File: src/rtl/square_matrix_multiply_assert.svh
// Assertion macros shared by the square matrix multiplier RTL.
// Depends on nothing; included by the top level only.
`ifndef SQUARE_MATRIX_MULTIPLY_ASSERT_SVH
`define SQUARE_MATRIX_MULTIPLY_ASSERT_SVH

// Check that a condition implies another in the same cycle.
`define SMM_ASSERT_SAME(label, clk, rst_n, ante, cons, msg) \
    label: assert property (@(posedge clk) disable iff (!rst_n) (ante) |-> (cons)) \
        else $error(msg);

// Check that a condition implies another in the next cycle.
`define SMM_ASSERT_NEXT(label, clk, rst_n, ante, cons, msg) \
    label: assert property (@(posedge clk) disable iff (!rst_n) (ante) |=> (cons)) \
        else $error(msg);

`endif

File: src/rtl/smm_store.sv
// One matrix store: single write port, single registered read port.
// No dependencies; instantiated twice by the top level.
`default_nettype none

module smm_store #(
    parameter int ADDR_W = 6,
    parameter int DATA_W = 32
) (
    input  wire logic              clk,
    input  wire logic              wr_en,
    input  wire logic [ADDR_W-1:0] wr_addr,
    input  wire logic [DATA_W-1:0] wr_data,
    input  wire logic              rd_en,
    input  wire logic [ADDR_W-1:0] rd_addr,
    output logic      [DATA_W-1:0] rd_data
);

    logic [DATA_W-1:0] mem [2**ADDR_W];

    // Write incoming element
    always_ff @(posedge clk)
    begin
        if (wr_en)
        begin
            mem[wr_addr] <= wr_data;
        end
    end

    // Registered read
    always_ff @(posedge clk)
    begin
        if (rd_en)
        begin
            rd_data <= mem[rd_addr];
        end
    end

endmodule

`default_nettype wire

File: config.mk
export PLATFORM = sky130hd
export DESIGN_NAME = smm_store
export DESIGN_NICKNAME = d
export VERILOG_FILES = /design/src/rtl/square_matrix_multiply_assert.svh /design/src/rtl/smm_store.sv
export SDC_FILE = /design/constraint.sdc
export NUM_CORES = 2
export LEC_CHECK = 0
export BUFFER_PORTS_ARGS = -buffer_cell sky130_fd_sc_hd__buf_2
export CORE_ASPECT_RATIO = 2
export CORE_UTILIZATION = 50
export CTS_CLUSTER_SIZE = 20
export DETAILED_ROUTE_END_ITERATION = 7
export PLACE_DENSITY = 0.65
export SETUP_SLACK_MARGIN = 0.1
export SLEW_MARGIN = 10
export SYNTH_ARGS = -nofsm -noshare
export SYNTH_HDL_FRONTEND = slang
export SYNTH_SLANG_ARGS = --single-unit
File: constraint.sdc
create_clock -name clk -period 6.9 [get_ports clk]
set_clock_uncertainty 0.15 [all_clocks]
set_input_delay 2.07 -clock clk [delete_from_list [all_inputs] [get_ports clk]]
set_output_delay 2.07 -clock clk [all_outputs]
set_load 0.03 [all_outputs]
After elaboration in Yosys (flattened, before gate mapping)
Memory sizes are Yosys's and may differ from the RTL's. A register that Yosys moved wholly into a read port is not among the register bits.
Cells that the tools add are included.
W data, S select, Z words.
{ "totals": {"input_bits": 47, "out_inout_bits": 32, "ramBits": 2048, "mem_count": 1, "reg_bits": 0} }
{ "op_classes": {"muxes": 2} }
{ "mem_list": {"columns": ["memory", "depth", "word_bits", "read_ports", "rd_clocked_by_memory_dff", "write_ports", "line", "text"], "rows": [
  ["mem", 64, 32, 1, 1, 1, "smm_store.sv:18", "logic [DATA_W-1:0] mem [2**ADDR_W];"]
]} }
{ "op_table": {"columns": ["op", "n"], "rows": [
  ["$mux W1", 2]
]} }

Longest topological paths before layout
{ "depth": {"ltp_word": 2, "ltp_mapped": 10, "depth_no_buf": 5} }

Worst setup path after synthesis
Ideal clock, no wire load.
{ "synth_timing": {"path_kind": "input -> register", "startpoint": "in wr_addr[3]", "endpoint": "mem mem[48][0] (enable)", "path_stages": 4, "arrival_ps": 4769, "t_required_ps": 6289, "path_slack_ps": 1520, "cell_sequence": "clkbuf_1 nor2b_1 nand4b_1 nor3_1"} }
{ "synth_lines": {"columns": ["item", "line", "text"], "rows": [
  ["start, declared", "smm_store.sv:11", "input wire logic [ADDR_W-1:0] wr_addr,"],
  ["end, declared", "smm_store.sv:18", null]
]} }
No word-level cell before the write port.

==> impl_metrics.yaml <==
floorplan:
  row_count: 205
  die_x_um: 283
  io_pins: 79
  initial_utilization_pct: 50.5
  dieArea_um2: 159000
  die_height_um: 564
  core_area_um2: 156000
grt:
  antenna_found_initial: 14
  grtUsageTotal_pct: 27.3
  grt_pass1_wl_um: 296000
  globalRouteOverflowTotal: 0
  top_usage_layer: "met2"
  grt_pass1_vias: 38700
  grt_use_met3_pct: 3.32
  grt_max_degree: 74
  use_met2_pct: 48.6
  grt_util_met1_pct: 33.3
cts:
  post_cts_buffers: 0
  cts_htree_levels: 4
  cts_hold_buf: 0
  clock-sinks: 2080
  insertion_delay_ns: 0.83
  cts_made_buffers: 173
  root_buffer: "clkbuf_16"
  clk_pin_slew_ns: 0.07
  cts_resized: 0
  clock_path_buffers: 4
  cts_tree: "yes"
setup_path:
  critical_path.max_fanout: 43
  r2r_cells: 5
  arrival_ns: 5.25
  cp-end-kind: "flop"
  cp-start-kind: "input pin"
  worst_ep_required_time_ns: 7.40
  critPathKind: "input pin to flop"
finish:
  fill_cells: 11200
  final_cells: 5768
  utilization_pct: 56.4
  layout-drive-gt1-share_pct: 29.7
  nets: 3620
  area_delta_synth_final_pct: 11.8
sta:
  final_hold_viol_count: 0
  max_slew_margin_pct: 15.9
  min_period_ns: 4.75
  finalCritPeriodShare_pct: 68.9
  slew_viol_final: 0
  setup-violations-final: 0
  tightestPinTransition_ns: 1.26
  tns_ns: 0
  rsz0062_at_grt: "no"
  fmax_mhz: 210
routing:
  routed_wirelength_um: 212000
  drtIter0Drc: 4220
  drtAntennaViolNets: 0
  vias: 37400
  drc: 0
  post_drt_via_cell_ratio: 6.48
  firstDrtPassIters: 7
  wl_per_cell_um: 36.8
yosys:
  muxShareOfSynthArea_pct: 16.7
  synthArstFlopShare_pct: 0
  netlist_area_um2: 78800
  yosys-top-cells-count: "2080 x edfxtp_1, 544 x mux4_2, 137 x nor2_1"
  synth.most_common_cell: "edfxtp_1"
  synth_warnings: 0
  ys_types: 33
  synth_nets: 3371
  synth_top_area_cell: "edfxtp_1"
  synth-simple-area-share_pct: 1.26
  synth_top_family_by_area: "multiplexers"
  yosysTopAreaCellShare_pct: 79.2
  synthCells: 3324
  synthFlopType: "edfxtp_1"
  synthAdderAreaFrac_pct: 0
  synth-seq-area-share_pct: 79.2
  synth_compound_area_share_pct: 1.67
  avgSynthCellArea_um2: 23.7
  synth_area_leaders: "edfxtp_1 79%, mux4_2 16%, mux2i_1 1.2%"
  synth-edff-count: 2080
  synthXorXnorAreaFrac_pct: 0
  synth-seq-cells: 2080
placement:
  gp_congestion: 0.817
  portBuffers: 78
  dp_cells: 5467
  dp_hpwl_um: 126000
pwr:
  leakagePower_nw: 27.2
  p_per_area_nw_per_um2: 280
  irDropWorstVdd_mv: 0.174
  total_power_mw: 24.7
hold_path:
  hold_path.class: "flop to flop"
  hold_path_depth: 4
run:
  cap_viol_max_count: 0
status:
  status: "finished clean"
[state kept, by name, indices dropped and copies added, names as in the netlist]
signal	count
mem	2048
rd_data	32
[through the flow]
step           setup WS (ns)  cell area (µm²)  hold WS (ns)
5_1_grt                 2.04            88100         0.761
6_report                2.15            88100         0.720
2_1_floorplan           1.52            78800         0.600
3_3_place_gp            1.34            82900         0.674
3_5_place_dp            1.30            82900         0.692
4_1_cts                 2.13            88100         0.714
[final timing paths]
path | slack (ns) | startpoint | end
min | 0.72 | mem[12][8]$_DFFE_PP_ | rd_data[8]$_DFFE_PP_
max | 2.15 | rd_addr[3] | rd_data[19]$_DFFE_PP_
min reg2reg | 0.72 | mem[12][8]$_DFFE_PP_ | rd_data[8]$_DFFE_PP_
max reg2reg | 4.20 | mem[15][26]$_DFFE_PP_ | rd_data[26]$_DFFE_PP_
[critical path: stages]
cell,delay [ns]
buf_6,0.57
buf_4,0.54
nand3b_1,0.45
o221ai_1,0.20
a21oi_1,0.92
a21oi_1,0.28
nor2_1,0.20
[layer usage]
metal	share of wire, %	wire length, µm
met1	34	72800
met2	54	115000
met3	6.9	14700
met4	4.8	10200
met5	0.035	74
[area by class of cell]
cell class / count / area (µm²) / area share (%)
antenna: 5 / 12.5 / 0.0142
clock inverter: 78 / 566 / 0.642
multi-input combinational: 1062 / 16000 / 18.1
sequential: 2080 / 62500 / 70.9
timing repair buffer: 256 / 1930 / 2.19
clock buffer: 217 / 4580 / 5.20
tap: 2070 / 2590 / 2.94
[where the power goes]
group | switching, mW | internal (mW)
Sequential | 0.0501 | 14.0
Clock | 4.33 | 4.96
Combinational | 0.881 | 0.474
Total | 5.26 | 19.4
[kinds of logic after synthesis]
logic type,Yosys count
buffers and inverters,182
muxes,637
AOI/OAI and AO/OA,202
and+or+nand+nor,223
DFF,2080
[cells in the final DEF, fill, tap and decap left out, types with 31 or more instances in the layout]
| cell type | Yosys | routed |
|---|---|---|
| clkinv_1 | 0 | 31 |
| o22ai_1 | 84 | 84 |
| buf_4 | 25 | 165 |
| mux4_2 | 544 | 544 |
| mux2i_1 | 93 | 93 |
| buf_2 | 57 | 74 |
| nor2_4 | 0 | 62 |
| edfxtp_1 | 2080 | 2080 |
| clkbuf_1 | 74 | 40 |
| clkbuf_16 | 0 | 177 |
| nor2_1 | 137 | 74 |
| a21oi_1 | 62 | 62 |
Note: power is estimated with default switching activity, not from simulation.
