===== src/rtl/square_matrix_multiply_assert.svh =====
// Assertion macros shared by the square matrix multiplier RTL.
// Depends on nothing; included by the top level only.
`ifndef SQUARE_MATRIX_MULTIPLY_ASSERT_SVH
`define SQUARE_MATRIX_MULTIPLY_ASSERT_SVH

// Check that a condition implies another in the same cycle.
`define SMM_ASSERT_SAME(label, clk, rst_n, ante, cons, msg) \
    label: assert property (@(posedge clk) disable iff (!rst_n) (ante) |-> (cons)) \
        else $error(msg);

// Check that a condition implies another in the next cycle.
`define SMM_ASSERT_NEXT(label, clk, rst_n, ante, cons, msg) \
    label: assert property (@(posedge clk) disable iff (!rst_n) (ante) |=> (cons)) \
        else $error(msg);

`endif


===== src/rtl/smm_pkg.sv =====
// Shared types, constants and the control program of the matrix multiplier.
// No dependencies; used by the top level, the sequencer and the MAC unit.
`default_nettype none

package smm_pkg;

    // Fixed field widths
    localparam int MAX_N_DEFAULT = 8;
    localparam int SIZE_W        = 4;
    localparam int ELEM_W        = 32;
    localparam int PROD_W        = 64;
    localparam int ROW_W         = 3;
    localparam logic [SIZE_W-1:0] SIZE_RESET = 4'd8;

    // Program step numbers
    typedef logic [2:0] step_t;
    localparam step_t STEP_LOAD  = 3'd0;
    localparam step_t STEP_START = 3'd1;
    localparam step_t STEP_MAC   = 3'd2;
    localparam step_t STEP_DRAIN = 3'd3;
    localparam step_t STEP_OUT   = 3'd4;
    localparam step_t STEP_NEXT  = 3'd5;

    // Jump conditions
    typedef enum logic [2:0] {
        COND_ALWAYS     = 3'd0,
        COND_LOAD_DONE  = 3'd1,
        COND_K_LAST     = 3'd2,
        COND_PIPE_EMPTY = 3'd3,
        COND_OUT_FREE   = 3'd4,
        COND_RC_LAST    = 3'd5
    } cond_t;

    // One control word
    typedef struct packed {
        logic  in_ready;
        logic  issue;
        logic  acc_clr;
        logic  rc_clr;
        logic  rc_adv;
        logic  out_load;
        cond_t cond;
        step_t tgt_true;
        step_t tgt_false;
    } uword_t;

    // Status seen by the sequencer
    typedef struct packed {
        logic load_done;
        logic k_last;
        logic pipe_empty;
        logic out_free;
        logic rc_last;
    } flags_t;

    // Control program in read-only form
    function automatic uword_t microcode(input step_t step);
        uword_t w;
        w = '0;
        w.cond      = COND_ALWAYS;
        w.tgt_true  = STEP_LOAD;
        w.tgt_false = STEP_LOAD;
        case (step)
            STEP_LOAD:
            begin
                w.in_ready  = 1'b1;
                w.cond      = COND_LOAD_DONE;
                w.tgt_true  = STEP_START;
                w.tgt_false = STEP_LOAD;
            end
            STEP_START:
            begin
                w.acc_clr   = 1'b1;
                w.rc_clr    = 1'b1;
                w.tgt_true  = STEP_MAC;
            end
            STEP_MAC:
            begin
                w.issue     = 1'b1;
                w.cond      = COND_K_LAST;
                w.tgt_true  = STEP_DRAIN;
                w.tgt_false = STEP_MAC;
            end
            STEP_DRAIN:
            begin
                w.cond      = COND_PIPE_EMPTY;
                w.tgt_true  = STEP_OUT;
                w.tgt_false = STEP_DRAIN;
            end
            STEP_OUT:
            begin
                w.out_load  = 1'b1;
                w.cond      = COND_OUT_FREE;
                w.tgt_true  = STEP_NEXT;
                w.tgt_false = STEP_OUT;
            end
            STEP_NEXT:
            begin
                w.acc_clr   = 1'b1;
                w.rc_adv    = 1'b1;
                w.cond      = COND_RC_LAST;
                w.tgt_true  = STEP_LOAD;
                w.tgt_false = STEP_MAC;
            end
            default:
            begin
                w.tgt_true  = STEP_LOAD;
            end
        endcase
        return w;
    endfunction

endpackage

`default_nettype wire


===== src/rtl/smm_sequencer.sv =====
// Step counter and control-word lookup of the matrix multiplier.
// Depends on smm_pkg for the program, control word and status types.
`default_nettype none

module smm_sequencer (
    input  wire logic            clk,
    input  wire logic            rst_n,
    input  wire smm_pkg::flags_t flags,
    output smm_pkg::uword_t      ctrl,
    output smm_pkg::step_t       step
);

    smm_pkg::step_t  pc_reg;
    smm_pkg::step_t  pc_next;
    smm_pkg::uword_t uw;
    logic            cond_true;

    // Fetch the current control word
    always_comb
    begin
        uw = smm_pkg::microcode(pc_reg);
    end

    // Evaluate the jump condition
    always_comb
    begin
        case (uw.cond)
            smm_pkg::COND_ALWAYS:     cond_true = 1'b1;
            smm_pkg::COND_LOAD_DONE:  cond_true = flags.load_done;
            smm_pkg::COND_K_LAST:     cond_true = flags.k_last;
            smm_pkg::COND_PIPE_EMPTY: cond_true = flags.pipe_empty;
            smm_pkg::COND_OUT_FREE:   cond_true = flags.out_free;
            smm_pkg::COND_RC_LAST:    cond_true = flags.rc_last;
            default:                  cond_true = 1'b0;
        endcase
        pc_next = cond_true ? uw.tgt_true : uw.tgt_false;
    end

    // Advance the step counter
    always_ff @(posedge clk or negedge rst_n)
    begin
        if (!rst_n)
        begin
            pc_reg <= smm_pkg::STEP_LOAD;
        end
        else
        begin
            pc_reg <= pc_next;
        end
    end

    assign ctrl = uw;
    assign step = pc_reg;

endmodule

`default_nettype wire


===== config.mk =====
export PLATFORM = sky130hd
export DESIGN_NAME = smm_sequencer
export DESIGN_NICKNAME = d
export VERILOG_FILES = /design/src/rtl/square_matrix_multiply_assert.svh /design/src/rtl/smm_pkg.sv /design/src/rtl/smm_sequencer.sv
export SDC_FILE = /design/constraint.sdc
export NUM_CORES = 1
export LEC_CHECK = 0
export ABC_AREA = 1
export BUFFER_PORTS_ARGS = -buffer_cell sky130_fd_sc_hd__buf_2
export CAP_MARGIN = 20
export CORE_AREA = 3 3 40 42
export CTS_CLUSTER_SIZE = 20
export DETAILED_ROUTE_END_ITERATION = 10
export DIE_AREA = 0 0 43 45
export HOLD_SLACK_MARGIN = 0.1
export SLEW_MARGIN = 20
export SYNTH_ARGS = -nofsm -noshare
export SYNTH_HDL_FRONTEND = slang
export SYNTH_SLANG_ARGS = --single-unit

===== constraint.sdc =====
create_clock -name clk -period 3.8 [get_ports clk]
set_input_delay 0 -clock clk [delete_from_list [all_inputs] [get_ports clk]]
set_output_delay 0 -clock clk [all_outputs]
set_load 0.02 [all_outputs]

Yosys cells after proc, flatten, opt, wreduce, memory -nomap -nowiden
Cells that the tools add are included.
{ "word_totals": {"ff_bits": 3, "romBits": 0, "ramBits": 0, "latchBits": 0, "n_memories": 0, "output_inout_bits": 18, "input_bits": 7} }
{ "op_classes": {"bitwise_logic": 0, "div": 0, "reduce_logical": 4, "n_shift": 0, "order_cmp": 0, "mul": 0, "eq_ne": 10, "addsub": 0, "n_mux": 11} }
{ "ops": {"columns": ["cell", "n"], "rows": [
  ["$pmux 3 s5", 2],
  ["$eq 3x2->1 const B", 4],
  ["$eq 3x3->1 const B", 4],
  ["$pmux 3 s3", 1],
  ["$eq 3x1->1 const B", 2],
  ["$logic_not 3->1", 2],
  ["$mux 1", 6],
  ["$pmux 1 s6", 1],
  ["$reduce_or 2->1", 2],
  ["$mux 3", 1]
]} }

Depth between registers and ports, before layout
{ "logic_depth": {"depth_word": 5, "mapped_depth": 11, "ltp_nobuf": 11} }

Least setup slack after synthesis
Ideal clock, no wire load.
{ "synth_path": {"kind": "register -> register", "start": "reg pc_reg[1], in the netlist step[1]", "end": "reg pc_reg[1], in the netlist step[1]", "period_less_slack_ps": 1865, "arrival_time_ps": 1797, "n_path_buf": 0, "stages_incl_launch_ff": 7, "setup_slack_ps": 1935, "path_cell_list": "dfrtp_1 -> inv_2 -> nor3_2 -> inv_1 -> o21ai_0 -> nand3_1 -> nand2_1"} }
{ "synth_lines": {"columns": ["element", "line", "text"], "rows": [
  ["start, declared", "smm_sequencer.sv:13", "smm_pkg::step_t pc_reg;"],
  ["start signal, assigned", "smm_sequencer.sv:44", "pc_reg <= smm_pkg::STEP_LOAD;"],
  ["start signal, assigned", "smm_sequencer.sv:48", "pc_reg <= pc_next;"]
]} }

==> run metrics <==
Seq/Total Area, Yosys 0.1980; clk_lat worst skew 0.24 ns; routed vias about 460; first-pass GRT wire length between 1500 and 2000 um; synthesized area per cell 6.215 um2; Max VDD drop slightly below 0.0003 V; CP delay by family, top flip-flops; TritonCTS clock tree done; All-Layer GR Usage 0.1200; Setup crit end kind output port; nature of the critical path startpoint register; static leakage between 0.0003 and 0.0004 uW; Worst Skew 0.001787 ns; Util after Layout 0.4411; sequential cell area about 75 um2; Syn-to-layout area delta 49.50%; Setup Buffers After CTS 0; Slew HR 0.8285; Iteration-0 DRC Markers 4; DRT antenna net count 0; IO Port Bufs 24; R2R Path Start step[1]$_DFF_PN0_; Netlist Area Pre-Place 379.1 um2; HP Start flags[3]; critical-path maximum fanout 7; type of the worst setup path reg -> out; Crit-path slowest cell dfrtp_1; Clock Pin Slew Worst Setup and Hold Paths 0.04 ns; share of layout cells above drive strength 1 0.4615; final period utilization 0.4367; root buffer cell clkbuf_4; wire per inst 9.726 um; vias per cell between 4 and 5; CP bufs+invs 3; Die H 45 um; max frequency 602.7 MHz; Max Root-Sink Buffers 2; final hold viol count 0; TritonCTS buffer count 3; Post-Synthesis Cells 61; router iterations before antenna repair 4; Slew Limit Fails 0; CP Data Required Time 3.80 ns; n_diodes 0; synthesized flop and latch total 3; drc violations 0; Syn. warnings 0; internal reg-to-reg setup slack 2.15 ns; synthesized net count 70; max cap viols 0; Die X 43 um; number of global-route vias before repair 441; CTS Sinks 3; Worst Tran Pin Value 0.2545 ns; placed cell count 99; I/O pin cnt 25; row count 13; status completed; post-place setup slack 2.154 ns; RSZ-0062 raised after global routing no; post-DP HPWL 846.7 um; CP Cell Sequence inv_2 -> ha_1 -> inv_1 -> nand2_1 -> o21ai_0 -> buf_2; # setup viols final 0; max reg flops 3; Multi-input gate area 236.5 um2; largest net degree at the start of global routing 9; initial antenna violation count 0; fin crit period 1.659 ns; max incr delay on CP 0.46 ns; final WL 1031 um; Die Area 0.001935 mm2; GPL Wtd Cong 0.8088; crit path from step[1]$_DFF_PN0_; Layout Nets 101; number of H-tree levels 1; Core ar. 0.001285 mm2; initial core utilization 0.2950; GRT overflow 0; Unique masters post-synth 14; setup ws final 2.141 ns; Pwr Density 962.0 mW/mm2; Filler Cells Inserted 138; Fin Setup TNS 0 ns; HP Class in -> reg; final non-filler cell total 106; crit path DAT 1.66 ns
-- worst min-delay path: cells and delay by family --
family / cells / cell delay [ns]
AND/OR/NAND/NOR: 6 / 0.36
buffers and inverters: 2 / 0.10
-- placed cells by master, fill, tap and decap left out --
master,n
a21oi_1,1
buf_2,24
clkbuf_1,1
clkbuf_4,3
dfrtp_1,3
dlygate4sd3_1,3
ha_1,2
inv_1,14
inv_2,2
nand2_1,10
nand2_2,7
nand3_1,6
nand3_2,4
nor2_1,7
nor3_2,1
o21ai_0,2
o21ai_2,1
-- area by class of cell --
type	count	area share
multi-input combinational	41	0.4172
timing repair buffer	27	0.2649
sequential	3	0.1325
inverter	16	0.1060
clock buffer	4	0.04636
tap	15	0.03311
-- per-layer routing --
metal	part of all wire	track usage	routed length [um]
met1	0.44	0.1256	449
met5	0	0	0
met2	0.48	0.2066	491
met3	0.070	0.05179	72
met4	0.017	0.06024	18
-- logic make-up (layout without fill, tap and decap cells) --
family	Yosys count	in the layout	synth area share
AOI/OAI and AO/OA	4	4	0.06270
buffers and inverters	17	47	0.1782
adders and majority gates	2	2	0.06600
and+or+nand+nor	35	35	0.4951
DFF	3	3	0.1980
-- through the flow --
| stage | hold WS, ns | area (um2) | power (uW) |
|---|---|---|---|
| CTS | 0.2631 | 566.8 | 550.2 |
| global route | 0.2905 | 566.8 | 599.4 |
| global placement | -0.2029 | 510.5 | 482.2 |
| floorplan | -0.2956 | 379.1 | 377.3 |
| finish | 0.2710 | 566.8 | 545.2 |
| detailed placement | -0.1996 | 510.5 | 486.4 |
-- power breakdown --
group          switching [uW]  total (uW)  internal (uW)  leakage (uW)
Clock                    18.7        58.2           39.5     0.0000150
Combinational             282         417            135      0.000327
Sequential               25.2        70.1           44.9     0.0000385
Total                     325         545            220      0.000381
-- timing repair --
action,4_1_cts,5_1_grt
endpoints found under the hold margin,5,0
hold buffers,3,0
resized for setup,0,0
-- worst paths after layout --
check	endpoint	cells after the start
worst min register to register	step[0]$_DFF_PN0_	3
min in group asynchronous	step[2]$_DFF_PN0_	3
worst max-delay path	ctrl[1]	6
worst min-delay path	step[1]$_DFF_PN0_	8
worst max register to register	step[0]$_DFF_PN0_	11
max in group asynchronous	step[1]$_DFF_PN0_	3
-- cell usage after synthesis --
master,number,area [um2]
inv_2,2,7.510
nor2_1,7,26.28
o21ai_2,1,8.760
nand2_2,7,43.79
buf_4,1,7.510
nor3_2,1,10.01
dfrtp_1,3,75.07
inv_1,14,52.55
nand3_1,6,30.03
ha_1,2,25.02
nand3_2,4,40.04
nand2_1,10,37.54
o21ai_0,2,10.01
a21oi_1,1,5.000
(Power assumes the default switching activity.)
