==> config.mk <==
export PLATFORM = sky130hd
export DESIGN_NAME = smm_mac
export DESIGN_NICKNAME = d
export VERILOG_FILES = /design/src/rtl/square_matrix_multiply_assert.svh /design/src/rtl/smm_pkg.sv /design/src/rtl/smm_mac.sv
export SDC_FILE = /design/constraint.sdc
export NUM_CORES = 2
export LEC_CHECK = 0
export BUFFER_PORTS_ARGS = -buffer_cell sky130_fd_sc_hd__buf_2
export CORE_MARGIN = 2
export CORE_UTILIZATION = 45
export CTS_BUF_LIST = sky130_fd_sc_hd__clkbuf_8
export DETAILED_ROUTE_END_ITERATION = 12
export SLEW_MARGIN = 20
export SYNTH_ARGS = -nofsm -noshare
export SYNTH_HDL_FRONTEND = slang
export SYNTH_SLANG_ARGS = --single-unit
==> constraint.sdc <==
create_clock -name clk -period 3 [get_ports clk]
set_input_delay 0.6 -clock clk [delete_from_list [all_inputs] [get_ports clk]]
set_output_delay 0.6 -clock clk [all_outputs]
set_load 0.05 [all_outputs]
==> src/rtl/square_matrix_multiply_assert.svh <==
// Assertion macros shared by the square matrix multiplier RTL.
// Depends on nothing; included by the top level only.
`ifndef SQUARE_MATRIX_MULTIPLY_ASSERT_SVH
`define SQUARE_MATRIX_MULTIPLY_ASSERT_SVH

// Check that a condition implies another in the same cycle.
`define SMM_ASSERT_SAME(label, clk, rst_n, ante, cons, msg) \
    label: assert property (@(posedge clk) disable iff (!rst_n) (ante) |-> (cons)) \
        else $error(msg);

// Check that a condition implies another in the next cycle.
`define SMM_ASSERT_NEXT(label, clk, rst_n, ante, cons, msg) \
    label: assert property (@(posedge clk) disable iff (!rst_n) (ante) |=> (cons)) \
        else $error(msg);

`endif

==> src/rtl/smm_pkg.sv <==
// Shared types, constants and the control program of the matrix multiplier.
// No dependencies; used by the top level, the sequencer and the MAC unit.
`default_nettype none

package smm_pkg;

    // Fixed field widths
    localparam int MAX_N_DEFAULT = 8;
    localparam int SIZE_W        = 4;
    localparam int ELEM_W        = 32;
    localparam int PROD_W        = 64;
    localparam int ROW_W         = 3;
    localparam logic [SIZE_W-1:0] SIZE_RESET = 4'd8;

    // Program step numbers
    typedef logic [2:0] step_t;
    localparam step_t STEP_LOAD  = 3'd0;
    localparam step_t STEP_START = 3'd1;
    localparam step_t STEP_MAC   = 3'd2;
    localparam step_t STEP_DRAIN = 3'd3;
    localparam step_t STEP_OUT   = 3'd4;
    localparam step_t STEP_NEXT  = 3'd5;

    // Jump conditions
    typedef enum logic [2:0] {
        COND_ALWAYS     = 3'd0,
        COND_LOAD_DONE  = 3'd1,
        COND_K_LAST     = 3'd2,
        COND_PIPE_EMPTY = 3'd3,
        COND_OUT_FREE   = 3'd4,
        COND_RC_LAST    = 3'd5
    } cond_t;

    // One control word
    typedef struct packed {
        logic  in_ready;
        logic  issue;
        logic  acc_clr;
        logic  rc_clr;
        logic  rc_adv;
        logic  out_load;
        cond_t cond;
        step_t tgt_true;
        step_t tgt_false;
    } uword_t;

    // Status seen by the sequencer
    typedef struct packed {
        logic load_done;
        logic k_last;
        logic pipe_empty;
        logic out_free;
        logic rc_last;
    } flags_t;

    // Control program in read-only form
    function automatic uword_t microcode(input step_t step);
        uword_t w;
        w = '0;
        w.cond      = COND_ALWAYS;
        w.tgt_true  = STEP_LOAD;
        w.tgt_false = STEP_LOAD;
        case (step)
            STEP_LOAD:
            begin
                w.in_ready  = 1'b1;
                w.cond      = COND_LOAD_DONE;
                w.tgt_true  = STEP_START;
                w.tgt_false = STEP_LOAD;
            end
            STEP_START:
            begin
                w.acc_clr   = 1'b1;
                w.rc_clr    = 1'b1;
                w.tgt_true  = STEP_MAC;
            end
            STEP_MAC:
            begin
                w.issue     = 1'b1;
                w.cond      = COND_K_LAST;
                w.tgt_true  = STEP_DRAIN;
                w.tgt_false = STEP_MAC;
            end
            STEP_DRAIN:
            begin
                w.cond      = COND_PIPE_EMPTY;
                w.tgt_true  = STEP_OUT;
                w.tgt_false = STEP_DRAIN;
            end
            STEP_OUT:
            begin
                w.out_load  = 1'b1;
                w.cond      = COND_OUT_FREE;
                w.tgt_true  = STEP_NEXT;
                w.tgt_false = STEP_OUT;
            end
            STEP_NEXT:
            begin
                w.acc_clr   = 1'b1;
                w.rc_adv    = 1'b1;
                w.cond      = COND_RC_LAST;
                w.tgt_true  = STEP_LOAD;
                w.tgt_false = STEP_MAC;
            end
            default:
            begin
                w.tgt_true  = STEP_LOAD;
            end
        endcase
        return w;
    endfunction

endpackage

`default_nettype wire

==> src/rtl/smm_mac.sv <==
// Multiply-accumulate pipeline with 64-bit saturation of the dot product.
// Depends on smm_pkg for element and product widths.
`default_nettype none

module smm_mac #(
    parameter int MAX_N = smm_pkg::MAX_N_DEFAULT
) (
    input  wire logic                              clk,
    input  wire logic                              rst_n,
    input  wire logic                              issue,
    input  wire logic                              acc_clr,
    input  wire logic signed [smm_pkg::ELEM_W-1:0] a_data,
    input  wire logic signed [smm_pkg::ELEM_W-1:0] b_data,
    output logic                                   busy,
    output logic signed      [smm_pkg::PROD_W-1:0] result,
    output logic                                   sat
);

    localparam int PROD_W = smm_pkg::PROD_W;
    localparam int ACC_W  = PROD_W + $clog2(MAX_N) + 1;

    logic                     v1_reg;
    logic                     v2_reg;
    logic signed [PROD_W-1:0] prod_reg;
    logic signed [ACC_W-1:0]  acc_reg;
    logic signed [ACC_W-1:0]  acc_next;
    logic [ACC_W-PROD_W:0]    top_bits;

    // Track read data and product validity
    always_ff @(posedge clk or negedge rst_n)
    begin
        if (!rst_n)
        begin
            v1_reg <= 1'b0;
            v2_reg <= 1'b0;
        end
        else
        begin
            v1_reg <= issue;
            v2_reg <= v1_reg;
        end
    end

    // Multiply the store read data
    always_ff @(posedge clk)
    begin
        if (v1_reg)
        begin
            prod_reg <= a_data * b_data;
        end
    end

    // Accumulate products exactly
    always_comb
    begin
        acc_next = acc_reg;
        if (acc_clr)
        begin
            acc_next = '0;
        end
        else if (v2_reg)
        begin
            acc_next = acc_reg + {{(ACC_W-PROD_W){prod_reg[PROD_W-1]}}, prod_reg};
        end
    end

    always_ff @(posedge clk)
    begin
        acc_reg <= acc_next;
    end

    // Clip to signed 64 bits
    assign top_bits = acc_reg[ACC_W-1:PROD_W-1];
    assign sat      = !((&top_bits) || !(|top_bits));
    assign busy     = v1_reg || v2_reg;

    always_comb
    begin
        if (!sat)
        begin
            result = acc_reg[PROD_W-1:0];
        end
        else if (acc_reg[ACC_W-1])
        begin
            result = {1'b1, {(PROD_W-1){1'b0}}};
        end
        else
        begin
            result = {1'b0, {(PROD_W-1){1'b1}}};
        end
    end

endmodule

`default_nettype wire
# == After elaboration in Yosys (flattened, before gate mapping) ==
# Index checks and enable logic that the tools add are counted.
# totals
reg_bits,134
elab_cells,14
out_inout_bits,66
# classes
mul,1
reduce_logical,6
add_sub_neg,1
n_mux,2
# op_table
cell,n
2-to-1 mux 64 bit,2
adder 68 bit,1
multiplier 32 x 32 -> 64 bit,1
AND reduction 5 bit,1
OR reduction 5 bit,1
zero test 1 bit,2
logical OR 1 bit,2

# == Logic depth before layout (Yosys ltp) ==
# logic_depth
word_depth,4
ltp_mapped,29
depth_no_buf,27

# == Worst setup path after synthesis ==
# No wires, ideal clock.
# synth_path
path_kind,input port to flip-flop
start,input a_data[31] in the netlist's numbering
end,register prod_reg[57] (data pin)
setup_slack_ns,-5.002
setup_time_ns,0.261
stages,27
t_required_ns,2.739
t_arrival_ns,7.741
path_cell_list,clkbuf_1 -> nand2_1 -> inv_1 -> fa_1 -> inv_1 -> fa_1 -> inv_1 -> fa_1 -> fa_1 -> inv_1 -> fa_1 -> inv_1 -> fa_1 -> inv_1 -> fa_1 -> inv_1 -> fa_1 -> ha_1 -> clkbuf_1 -> a21o_1 -> a21o_1 -> a21oi_1 -> o21ai_0 -> o2bb2ai_1 -> a21boi_1 -> nor3_1 -> a311o_1
# synth_via
elab_chain_len,1
# synth_lines
element,line_no,rtl
start: declaration,smm_mac.sv:12,"input wire logic signed [smm_pkg::ELEM_W-1:0] a_data,"
multiplier 32 x 32 -> 64 bit,smm_mac.sv:49,prod_reg <= a_data * b_data;
end signal: assignment,smm_mac.sv:49,
end: declaration,smm_mac.sv:24,logic signed [PROD_W-1:0] prod_reg;
# No other way between the ends.
# A chain may end at the register's enable or synchronous reset.

# == Final worst setup path ==
# layout_path
start,input a_data[9] in the netlist's numbering
end,register prod_reg[51] (data pin)
# Same word-level chain as after synthesis.

==> out/metrics.cfg <==
[placement]
place_congestion = 0.9116
post-dp-hpwl_um = 110500
portBuffers = 133
place_inst = 6657

[die]
rows = 115
die_y_um = 319.9
ios = 134
core_um2 = 98710
die_x_um = 319.9
die_area_um2 = 102300
initial_core_util = 0.4549

[sta]
clock_skew_ps = 24.25
finalCritPeriodShare = 2.404
worst_pin_slew_ps = 876.5
rsz0062_at_grt = yes
setup-violations-final = 69
drv_slew = 0
timing.fmax_mhz = 138.7
worst_slack_ps = -4211
finalHoldViolCount = 0
relSlewSlack = 0.4156
fin_crit_ps = 7211

[synth]
synth_warnings = 0
synth.top_cell.area_share = 0.4828
synth_common_cells = 1,083 x fa_1, 999 x inv_1, 568 x nand2_1
ys_async_sr_fraction = 0.01493
synth_area_leaders = fa_1 48%, inv_1 8.4%, and2_1 7.3%, ha_1 7.0%, nand2_1 4.7%
syn_avg_cell_area_um2 = 9.317
ys_types = 83
synth_edf_count = 64
synth_most_common_cell = fa_1
synth_area_um2 = 44910
ys_seq_elements = 134
yosysTopAreaCell = fa_1
seq_area_frac_synth = 0.07423
synth_cells = 4820
synth_flop_cell = dfxtp_1
synthesis.nets = 6222

[cells_and_area]
final_nets = 6923
stdcell_count = 6821
layout-drive-gt1-share = 0.2631
largest_register_ffs = 68
diodes = 0
synthToLayoutAreaGrowth_pct = 27.69
fill_cells = 8613

[run]
maxCapViolations = 0

[worst_setup_path]
cp.required_ps = 3230
startpoint_type = input pin
r2r_start = prod_reg[4]
cp_data_arrival_time_ps = 7440
slowest_delay_ps = 580
cp_max_fo = 8
endpoint_kind = register
reg2reg_depth = 12
r2r_setup_slack_ps = -310
crit_top_cell = fa_1
path_class = in2reg
r2r-end = acc_reg[67]
critPathSlowestCell = fa_1

[global_routing]
overflow = 0
antenna_found_initial = 0
track_usage = 0.2633
grt_max_degree = 66
grt_pass1_vias = 38729
grt_pass1_wl_um = 211800

[run_status]
outcome = complete, but fails checks
failed_checks = setup timing

[min_path]
hold_class = in2reg
hold-path-endpoint = v1_reg
hold_depth = 1
min_from = issue

[clock_tree]
cts_tree = yes
cts_buffer_depth = 2
clk_transition_reported_paths_ps = 90
htree_levels = 4
cts.sinks = 134
cts_root_buf = clkbuf_8
clock_latency_ps = 490
cts_buffers = 17

[routing]
drc = 0
vias_per_cell = 5.154
wire_per_inst_um = 19.28
drtIter0Drc = 1955
vias = 35157
wl_um = 131500
ant_nets = 0
dr.pass1.iters = 7

==> repair_timing <==
action                     in CTS  in global routing
setup buffers                  95                 55
pin swaps                     227                202
hold endpoints to repair        2                  0
setup endpoints to repair     146                152
gates resized for setup       532                236
cloned                         10                  3
hold buffers                    1                  0
==> layout make-up <==
| type | instances | area [um2] | area share |
|---|---|---|---|
| Timing Repair Buffer | 945 | 8761 | 0.1528 |
| Inverter | 1000 | 3767 | 0.06570 |
| Clock buffer | 17 | 234.0 | 0.004081 |
| Multi-Input combinational cell | 3423 | 39460 | 0.6881 |
| Sequential cell | 134 | 3342 | 0.05828 |
| Tap cell | 1287 | 1610 | 0.02808 |
| Clock inverter | 15 | 167.7 | 0.002924 |
==> per-layer routing <==
metal  global-route usage  vias to the layer above  share of wire  routed length [um]
li1                     -                    15891              -                   -
met1               0.3607                    18130           0.44               57370
met2               0.4535                      958           0.49               63870
met3              0.02755                      178          0.052                6806
met4              0.05592                        0          0.026                3457
met5                    0                        -              0                   0
==> through the flow <==
stage / TNS, ps / setup slack [ps] / instance area, um2 / hold slack [ps] / utilization
floorplan: -200910 / -4417 / 46250 / 304.4 / -
global placement: -251610 / -4946 / 52410 / 385.1 / 0.5310
detailed placement: -254350 / -4989 / 52410 / 386.8 / 0.5310
CTS: -203910 / -4184 / 55960 / 180.6 / 0.5670
global route: -220410 / -4396 / 57340 / 184.2 / 0.5809
finish: -208500 / -4211 / 57340 / 210.4 / 0.5809
==> cell families (layout without fill, tap and decap cells) <==
logic type	count (synthesis)	in the layout	synth area share
buffers and inverters	1264	1977	0.1068
xor gates and xnor gates	131	131	0.02555
AOI/OAI and AO/OA	521	521	0.07743
and+or+nand+nor	1395	1396	0.1541
adders and majority gates	1334	1334	0.5527
muxes	41	41	0.009167
DFF	134	134	0.07423
==> how the worst max path moves through the flow <==
| stage | start | end | cells past startpoint |
|---|---|---|---|
| 2_1_floorplan | a_data[31] | prod_reg[62] | 27 |
| 3_3_place_gp | b_data[8] | prod_reg[58] | 28 |
| 3_5_place_dp | b_data[8] | prod_reg[58] | 28 |
| 4_1_cts | b_data[11] | prod_reg[51] | 26 |
| 5_1_grt | a_data[9] | prod_reg[48] | 29 |
| 6_report | a_data[9] | prod_reg[51] | 26 |
==> cells in the final DEF, fill, tap and decap left out, types with 13 or more instances in the layout <==
cell      netlist  layout
fa_1         1083    1002
inv_1         999     956
buf_4           0     669
nand2_1       568     534
and2_1        526     479
ha_1          251     181
a21o_1        151     151
nor2_1        148     139
buf_6           2     122
a21oi_1       144      94
fa_2            0      81
ha_4            0      66
buf_12          0      66
dfxtp_1        68      65
edfxtp_1       64      64
xnor2_1        84      63
and2_4          0      46
mux2i_1        40      40
inv_2           0      39
xor2_1         47      39
a21oi_2         0      37
o21ai_0        62      31
o21bai_1       31      29
buf_2           7      29
nand4_1        28      28
buf_8           0      22
clkbuf_4        0      22
nand2_2         0      21
xnor2_2         0      20
nand3_1        29      19
o21ai_1         3      18
clkbuf_8        1      17
nand2b_1       16      16
and3_1         19      14
a21oi_4         1      14
o21ai_2         2      13
nor2b_1        14      13
==> critical path, delay by kind of cell <==
kind,cells,cell delay (ps)
xor+xnor,1,150
fa+ha+maj,9,4380
buf+inv,6,440
simple gates,3,460
compound gates,7,1390
Power is left out: the tool's default activity adds up to more than one toggle a clock period on the data nets, which glitch-free logic cannot reach.
